<file path="config.mk">
export PLATFORM = sky130hd
export DESIGN_NAME = framed_command_packet_receiver_top
export DESIGN_NICKNAME = d
export VERILOG_FILES = /design/src/rtl/core/frp_pkg.sv /design/src/rtl/core/frp_parser.sv /design/src/rtl/core/frp_out_buf.sv /design/src/rtl/core/framed_command_packet_receiver_top.sv
export SDC_FILE = /design/constraint.sdc
export NUM_CORES = 1
export LEC_CHECK = 0
export BUFFER_PORTS_ARGS = -buffer_cell sky130_fd_sc_hd__buf_2
export CAP_MARGIN = 5
export CORE_ASPECT_RATIO = 0.8
export CORE_UTILIZATION = 45
export CTS_CLUSTER_DIAMETER = 150
export CTS_CLUSTER_SIZE = 12
export DETAILED_ROUTE_END_ITERATION = 12
export SLEW_MARGIN = 20
export SYNTH_ARGS = -nofsm -noshare
export SYNTH_HDL_FRONTEND = slang
export SYNTH_SLANG_ARGS = --single-unit
</file>
<file path="constraint.sdc">
create_clock -name clk -period 6.7 [get_ports clk]
set_input_delay 0.67 -clock clk [delete_from_list [all_inputs] [get_ports clk]]
set_output_delay 0.67 -clock clk [all_outputs]
set_load 0.05 [all_outputs]
</file>
<file path="src/rtl/core/frp_pkg.sv">
// ----------------------------------------------------------------------------
// frp_pkg
// Shared types, constants and the CRC-8 update for the framed packet receiver.
// ----------------------------------------------------------------------------
package frp_pkg;

  localparam logic [7:0] HDR_BYTE0 = 8'h55;
  localparam logic [7:0] HDR_BYTE1 = 8'hAA;
  localparam logic [7:0] CRC_POLY  = 8'h8C;
  localparam logic [7:0] CRC_INIT  = 8'h00;

  // Only payload bytes 0 to 8 ever reach a result.
  localparam int USED_BYTES = 9;

  typedef logic [1:0] status_t;
  localparam status_t STS_GOOD    = 2'd0;
  localparam status_t STS_CRC_ERR = 2'd1;
  localparam status_t STS_LEN_ERR = 2'd2;

  typedef struct packed {
    status_t            status;
    logic signed [15:0] throttle;
    logic signed [15:0] brake;
    logic signed [15:0] front_angle;
    logic signed [15:0] rear_angle;
    logic        [7:0]  control_flags;
  } result_t;

  // Reflected CRC-8, one byte: eight shift steps on an 8-bit value.
  function automatic logic [7:0] crc8_update(input logic [7:0] crc, input logic [7:0] b);
    logic [7:0] c;
    c = crc ^ b;
    for (int i = 0; i < 8; i++) begin
      if (c[0]) begin
        c = (c >> 1) ^ CRC_POLY;
      end else begin
        c = c >> 1;
      end
    end
    return c;
  endfunction

  localparam logic [7:0] CRC_AFTER_HDR = crc8_update(crc8_update(CRC_INIT, HDR_BYTE0), HDR_BYTE1);

endpackage

</file>
<file path="src/rtl/core/frp_parser.sv">
// ----------------------------------------------------------------------------
// frp_parser
// Frame state machine, CRC accumulator and payload capture; flags a result
// combinationally on the byte that finishes or fails a frame.
// ----------------------------------------------------------------------------
module frp_parser #(
  parameter int FRAME_BUFFER_BYTES = 16
) (
  input  logic             clk,
  input  logic             rst_n,
  input  logic             byte_take,
  input  logic [7:0]       rx_byte,
  output logic             res_valid,
  output frp_pkg::result_t res
);
  import frp_pkg::*;

  localparam logic [7:0] LEN_MAX = 8'(FRAME_BUFFER_BYTES - 4);

  typedef enum logic [2:0] {
    PH_HUNT    = 3'd0,
    PH_LEN     = 3'd1,
    PH_PAYLOAD = 3'd2,
    PH_CRC     = 3'd3,
    PH_TRAILER = 3'd4
  } phase_t;

  phase_t     phase_r, phase_nxt;
  logic [7:0] prev_r, prev_nxt;
  logic [7:0] len_r, len_nxt;
  logic [7:0] cnt_r, cnt_nxt;
  logic [7:0] crc_r, crc_nxt;
  logic       trl_r, trl_nxt;
  logic [7:0] store_r [USED_BYTES];
  logic [7:0] crc_upd;
  logic [7:0] cnt_inc;

  assign crc_upd = crc8_update(crc_r, rx_byte);
  assign cnt_inc = cnt_r + 8'd1;

  always_comb begin
    phase_nxt = phase_r;
    prev_nxt  = prev_r;
    len_nxt   = len_r;
    cnt_nxt   = cnt_r;
    crc_nxt   = crc_r;
    trl_nxt   = trl_r;
    res_valid = 1'b0;
    res       = '0;
    case (phase_r)
      PH_LEN: begin
        crc_nxt = crc_upd;
        if (rx_byte > LEN_MAX) begin
          res_valid  = 1'b1;
          res.status = STS_LEN_ERR;
          phase_nxt  = PH_HUNT;
          prev_nxt   = '0;
          len_nxt    = '0;
          cnt_nxt    = '0;
          crc_nxt    = '0;
          trl_nxt    = 1'b0;
        end else begin
          len_nxt   = rx_byte;
          cnt_nxt   = '0;
          phase_nxt = (rx_byte == 8'd0) ? PH_CRC : PH_PAYLOAD;
        end
      end
      PH_PAYLOAD: begin
        crc_nxt = crc_upd;
        cnt_nxt = cnt_inc;
        if (cnt_inc >= len_r) begin
          phase_nxt = PH_CRC;
        end
      end
      PH_CRC: begin
        if (rx_byte != crc_r) begin
          res_valid  = 1'b1;
          res.status = STS_CRC_ERR;
          phase_nxt  = PH_HUNT;
          prev_nxt   = '0;
          len_nxt    = '0;
          cnt_nxt    = '0;
          crc_nxt    = '0;
        end else begin
          phase_nxt = PH_TRAILER;
        end
        trl_nxt = 1'b0;
      end
      PH_TRAILER: begin
        if (!trl_r) begin
          trl_nxt = 1'b1;
        end else begin
          res_valid         = 1'b1;
          res.status        = STS_GOOD;
          res.throttle      = {store_r[1], store_r[0]};
          res.brake         = {store_r[3], store_r[2]};
          res.front_angle   = {store_r[5], store_r[4]};
          res.rear_angle    = {store_r[7], store_r[6]};
          res.control_flags = store_r[8];
          phase_nxt         = PH_HUNT;
          prev_nxt          = '0;
          len_nxt           = '0;
          cnt_nxt           = '0;
          crc_nxt           = '0;
          trl_nxt           = 1'b0;
        end
      end
      default: begin
        // Hunting, and any code without meaning.
        if (rx_byte == HDR_BYTE1 && prev_r == HDR_BYTE0) begin
          crc_nxt   = CRC_AFTER_HDR;
          len_nxt   = '0;
          cnt_nxt   = '0;
          trl_nxt   = 1'b0;
          phase_nxt = PH_LEN;
        end else begin
          phase_nxt = PH_HUNT;
          prev_nxt  = rx_byte;
        end
      end
    endcase
  end

  always_ff @(posedge clk) begin
    if (!rst_n) begin
      phase_r <= PH_HUNT;
      prev_r  <= '0;
      len_r   <= '0;
      cnt_r   <= '0;
      crc_r   <= '0;
      trl_r   <= 1'b0;
    end else if (byte_take) begin
      phase_r <= phase_nxt;
      prev_r  <= prev_nxt;
      len_r   <= len_nxt;
      cnt_r   <= cnt_nxt;
      crc_r   <= crc_nxt;
      trl_r   <= trl_nxt;
    end
  end

  // Capture payload bytes that can reach a result; later ones only feed the CRC.
  for (genvar i = 0; i < USED_BYTES; i++) begin : g_store
    always_ff @(posedge clk) begin
      if (byte_take && phase_r == PH_PAYLOAD && cnt_r == 8'(i)) begin
        store_r[i] <= rx_byte;
      end
    end
  end

endmodule

</file>
<file path="src/rtl/core/frp_out_buf.sv">
// ----------------------------------------------------------------------------
// frp_out_buf
// Two-entry result buffer that decouples the parser from a stalling receiver.
// ----------------------------------------------------------------------------
module frp_out_buf (
  input  logic             clk,
  input  logic             rst_n,
  input  logic             push,
  input  frp_pkg::result_t push_data,
  input  logic             pop,
  output logic             full,
  output logic             not_empty,
  output frp_pkg::result_t head
);
  import frp_pkg::*;

  result_t    slot_r [2];
  logic       wr_ptr_r, rd_ptr_r;
  logic [1:0] cnt_r, cnt_nxt;

  assign full      = (cnt_r == 2'd2);
  assign not_empty = (cnt_r != 2'd0);
  assign head      = slot_r[rd_ptr_r];

  always_comb begin
    cnt_nxt = cnt_r;
    if (push && !pop) begin
      cnt_nxt = cnt_r + 2'd1;
    end else if (pop && !push) begin
      cnt_nxt = cnt_r - 2'd1;
    end
  end

  always_ff @(posedge clk) begin
    if (!rst_n) begin
      wr_ptr_r <= 1'b0;
      rd_ptr_r <= 1'b0;
      cnt_r    <= '0;
    end else begin
      cnt_r <= cnt_nxt;
      if (push) begin
        wr_ptr_r <= ~wr_ptr_r;
      end
      if (pop) begin
        rd_ptr_r <= ~rd_ptr_r;
      end
    end
  end

  always_ff @(posedge clk) begin
    if (push) begin
      slot_r[wr_ptr_r] <= push_data;
    end
  end

endmodule

</file>
<file path="src/rtl/core/framed_command_packet_receiver_top.sv">
// ----------------------------------------------------------------------------
// framed_command_packet_receiver_top
// Serial frame parser: header 0x55 0xAA, length, payload, CRC-8, trailer.
// ----------------------------------------------------------------------------
// Usage:
//   Feed received bytes on the in_ channel (in_valid / in_stall, payload
//   in_rx_byte). A byte transfers on a clock edge with in_valid high and
//   in_stall low. One byte is taken per cycle, back to back, unless stalled.
//   Results leave on the out_ channel (out_valid / out_stall). A result is
//   produced by the second trailer byte of a good frame (status 0, with the
//   four signed values and the flags), by a bad CRC byte (status 1) or by a
//   length above FRAME_BUFFER_BYTES - 4 (status 2); error results carry zero
//   fields. A result shows the cycle after the byte causing it transfers
//   if no older result waits. Throughput: one byte per cycle when not stalled,
//   set by the combinational parser state update and bytewise CRC step.
//   A two-entry result buffer sits between parser and output, so input keeps
//   flowing while one result waits. in_stall is high while both entries are
//   full, which only a receiver holding out_stall can cause; it stays high
//   through the cycle in which the older result transfers and drops after.
//   Stalled results hold steady.
//   Reset (rst_n low, synchronous) returns the parser to header hunting and
//   empties the result buffer; captured payload bytes are not cleared.
// ----------------------------------------------------------------------------
module framed_command_packet_receiver_top #(
  parameter int FRAME_BUFFER_BYTES = 16
) (
  input  logic               clk,
  input  logic               rst_n,
  input  logic               in_valid,
  output logic               in_stall,
  input  logic        [7:0]  in_rx_byte,
  output logic               out_valid,
  input  logic               out_stall,
  output frp_pkg::status_t   out_status,
  output logic signed [15:0] out_throttle,
  output logic signed [15:0] out_brake,
  output logic signed [15:0] out_front_angle,
  output logic signed [15:0] out_rear_angle,
  output logic        [7:0]  out_control_flags
);
  import frp_pkg::*;

  logic    byte_take;
  logic    res_valid;
  result_t res;
  logic    buf_full;
  logic    buf_pop;
  result_t head;

  // Transfer a byte whenever the buffer has room for a possible result.
  assign in_stall  = buf_full;
  assign byte_take = in_valid && !buf_full;
  assign buf_pop   = out_valid && !out_stall;

  frp_parser #(
    .FRAME_BUFFER_BYTES(FRAME_BUFFER_BYTES)
  ) u_parser (
    .clk      (clk),
    .rst_n    (rst_n),
    .byte_take(byte_take),
    .rx_byte  (in_rx_byte),
    .res_valid(res_valid),
    .res      (res)
  );

  frp_out_buf u_out_buf (
    .clk      (clk),
    .rst_n    (rst_n),
    .push     (byte_take && res_valid),
    .push_data(res),
    .pop      (buf_pop),
    .full     (buf_full),
    .not_empty(out_valid),
    .head     (head)
  );

  // Drive the result fields from the oldest buffered entry.
  assign out_status        = head.status;
  assign out_throttle      = head.throttle;
  assign out_brake         = head.brake;
  assign out_front_angle   = head.front_angle;
  assign out_rear_angle    = head.rear_angle;
  assign out_control_flags = head.control_flags;

endmodule
</file>
==> impl_metrics.csv <==
group,metric,value,unit
outcome,status,"complete, no violations",
layout,syn_to_final_growth,13.9,%
hold_path,hp-class,"flip-flop to flip-flop",
clocking,clock-sinks,261,
synthesis,ys_types,53,
setup_path,start_kind,"flip-flop",
setup_path,critical_path_arrival,3480,ps
synthesis,synth_nets,712,
route,routed_wl,20500,µm
sta,fin_crit,3330,ps
grt,grt_pass1_vias,5622,
die,fp.dieH,138,µm
clocking,cts_hold_buf,0,
clocking,cts-root-buf,"clkbuf_16",
grt,grtUsageTotal,17.3,%
sta,fmax,300,MHz
sta,hold_viol,0,
pwr,leakagePower,4.34,nW
die,die_w,172,µm
placed_design,place_hpwl,13000,µm
setup_path,cp_max_fo,65,
sta,worst_slack,3370,ps
synthesis,seq_area_frac_synth,71.6,%
synthesis,synth-async-reset-ratio,0,%
route,dr.pass1.iters,5,
setup_path,cp_slowest_cell,"nor3b_2",
sta,final-setup-viol-count,0,
clocking,cts_resized,0,
job,cap_violations,0,
clocking,insertion_delay,510,ps
die,core_area,22600,µm²
grt,grt_pass1_wl,31000,µm
synthesis,synth_edf_count,220,
route,route.detailed.drc,0,
pwr,powerDensity,363,nW/µm²
setup_path,path_cells,"nor3b_2 -> buf_4 -> and2_1 -> o311a_1 -> nor2b_4 -> buf_4",
route,via_per_inst,5.32,
setup_path,critPathTopFamily,"simple AND/OR/NAND/NOR gates",
pwr,total_power,4.28,mW
sta,maxSlewViolCount,0,
layout,num_antenna_cells,0,
setup_path,cp-end-kind,"flip-flop",
synthesis,netlist_top_cells_area,"edfxtp_1 64%, mux2_2 8.0%, dfxtp_1 7.9%, and3_1 4.5%, xnor2_1 1.9%",
sta,fin_skew,13.4,ps
setup_path,critPathBufInv,2,
clocking,tritoncts,"built",
layout,final_nets,795,
synthesis,avgSynthCellArea,15.1,µm²
die,std_cell_rows,49,
grt,grt_max_degree,76,
setup_path,worstPathRequired,6840,ps
die,die-area,23700,µm²
route,drtAntennaViolNets,0,
sta,finalSetupTns,0,ps
synthesis,synth_top_flop_cell,"edfxtp_1",
clocking,cts_buffers,25,
clocking,cts_buffer_depth,3,
synthesis,syn_inst,687,
clocking,clk_pin_slew,60,ps
setup_path,path_common_cell,"buf_4",
die,start_util,46.0,%
route,wl_per_cell,18.9,µm
synthesis,synth-seq-cells,261,
sta,rsz0062_at_grt,"false",
synthesis,synth_warnings,0,
synthesis,netlist_area,10400,µm²
placed_design,gp_congestion,0.890,
placed_design,io_buffers,87,
setup_path,crit_type,"flip-flop to flip-flop",
grt,grt_overflow,0,
pwr,peakVddDrop,164,µV
die,boundaryPins,88,
route,vias,5763,
route,drt_iter0_drc,405,
placed_design,dpl_worst_slack,2720,ps
sta,whs,448,ps
clocking,cts_setup_buffers,0,
sta,post-route-period-util,49.7,%
sta,slew_headroom,32.0,%
synthesis,synth.largest_area_cell,"edfxtp_1",
synthesis,yosys.area.top_type_share,63.7,%
setup_path,regToRegSetupSlack,3370,ps
grt,antenna_found_initial,0,
clocking,h-tree-depth,1,
setup_path,slowest_delay,560,ps
layout,drive_gt1_share,27.0,%
sta,worst_pin_slew,1020,ps
==> through the flow <==
stage               util (%)  area (µm²)  std cells
global route            52.4       11800       1084
global placement        49.2       11100       1047
floorplan                  -       10400        687
detailed placement      49.2       11100       1047
CTS                     52.2       11800       1082
finish                  52.4       11800       1084
==> cells in the mapped netlist (all sizes together) (2+ instances only) <==
master  count
xnor2      23
nand2      36
clkbuf     33
nor2       23
a311oi      2
buf         3
and3       74
mux2       74
a21oi      22
xor2        8
dfxtp      41
nor3        8
nor4        4
o21ai      19
or2         4
or4         2
nand4       2
inv        10
and2        5
or3         4
nand3      22
ha         13
nand4b      3
nand2b      3
nor2b       4
o21a        2
a31oi       3
edfxtp    220
nor3b       3
o211a       3
o22ai       2
==> final timing paths <==
check                                                       from                                 to  depth (start not counted)
worst max-delay path            u_parser.phase_r[2]$_SDFFE_PN0P_  u_out_buf.slot_r[0][40]$_DFFE_PP_                          6
worst min-delay path             u_parser.prev_r[5]$_SDFFE_PN0P_    u_parser.prev_r[5]$_SDFFE_PN0P_                          2
worst max register to register  u_parser.phase_r[2]$_SDFFE_PN0P_  u_out_buf.slot_r[0][40]$_DFFE_PP_                          6
worst min register to register   u_parser.prev_r[5]$_SDFFE_PN0P_    u_parser.prev_r[5]$_SDFFE_PN0P_                          2
==> flip-flops by register name, summed over array words and instances (netlist names), named ones only <==
signal / cells
u_out_buf.slot_r: 148
u_parser.store_r: 72
u_parser.cnt_r: 8
u_parser.crc_r: 8
u_parser.len_r: 8
u_parser.prev_r: 8
u_parser.phase_r: 3
u_out_buf.cnt_r: 2
u_out_buf.rd_ptr_r: 1
u_out_buf.wr_ptr_r: 1
u_parser.trl_r: 1
==> per-layer routing <==
layer | global-route usage (%) | share of wire, % | up-vias
li1 | - | - | 2735
met1 | 23.7 | 45 | 2870
met2 | 29.1 | 49 | 129
met3 | 2.21 | 3.8 | 29
met4 | 4.57 | 1.8 | 0
met5 | 0 | 0 | -
==> placed cells by master, fill, tap and decap left out, types with 4 or more instances in the layout <==
| cell | n |
|---|---|
| o21ai_0 | 9 |
| clkbuf_1 | 8 |
| or3_1 | 4 |
| and3_1 | 74 |
| nand2_1 | 36 |
| nor2_1 | 23 |
| xor2_1 | 8 |
| inv_1 | 9 |
| buf_2 | 87 |
| nand3_1 | 22 |
| o21ai_1 | 9 |
| ha_1 | 13 |
| xnor2_1 | 23 |
| mux2_2 | 74 |
| a21oi_1 | 21 |
| nor3_1 | 7 |
| dfxtp_1 | 39 |
| clkbuf_16 | 25 |
| edfxtp_1 | 220 |
==> power by group <==
part | internal [mW] | switching (mW) | leakage [nW]
sequential | 1.79 | 0.0927 | 2.28
combinational | 0.360 | 0.828 | 1.73
clock | 0.676 | 0.539 | 0.326
==> cells by family (layout without fill, tap and decap cells) <==
family	Yosys count	after routing	synth area share, %
compound gates	63	63	3.85
xor+xnor	31	31	2.62
fa+ha+maj	13	13	1.57
buf+inv	46	137	1.70
flops	261	261	71.6
mux	74	74	8.03
simple gates	199	199	10.7
==> worst register-to-register path: cells and delay by family, from the launching register on <==
kind            cells  cell delay, ps
flops               1             390
buf+inv             2            1060
compound gates      1             250
simple gates        3            1220
==> layout make-up <==
type,instances,area [µm²]
clock inverter,2,13.8
tap,306,383
multi-input combinational,380,2790
inverter,10,37.5
sequential,261,7430
timing repair buffer,92,505
fill,1910,10700
clock buffer,33,656
Power figures use the tool's default switching activity.
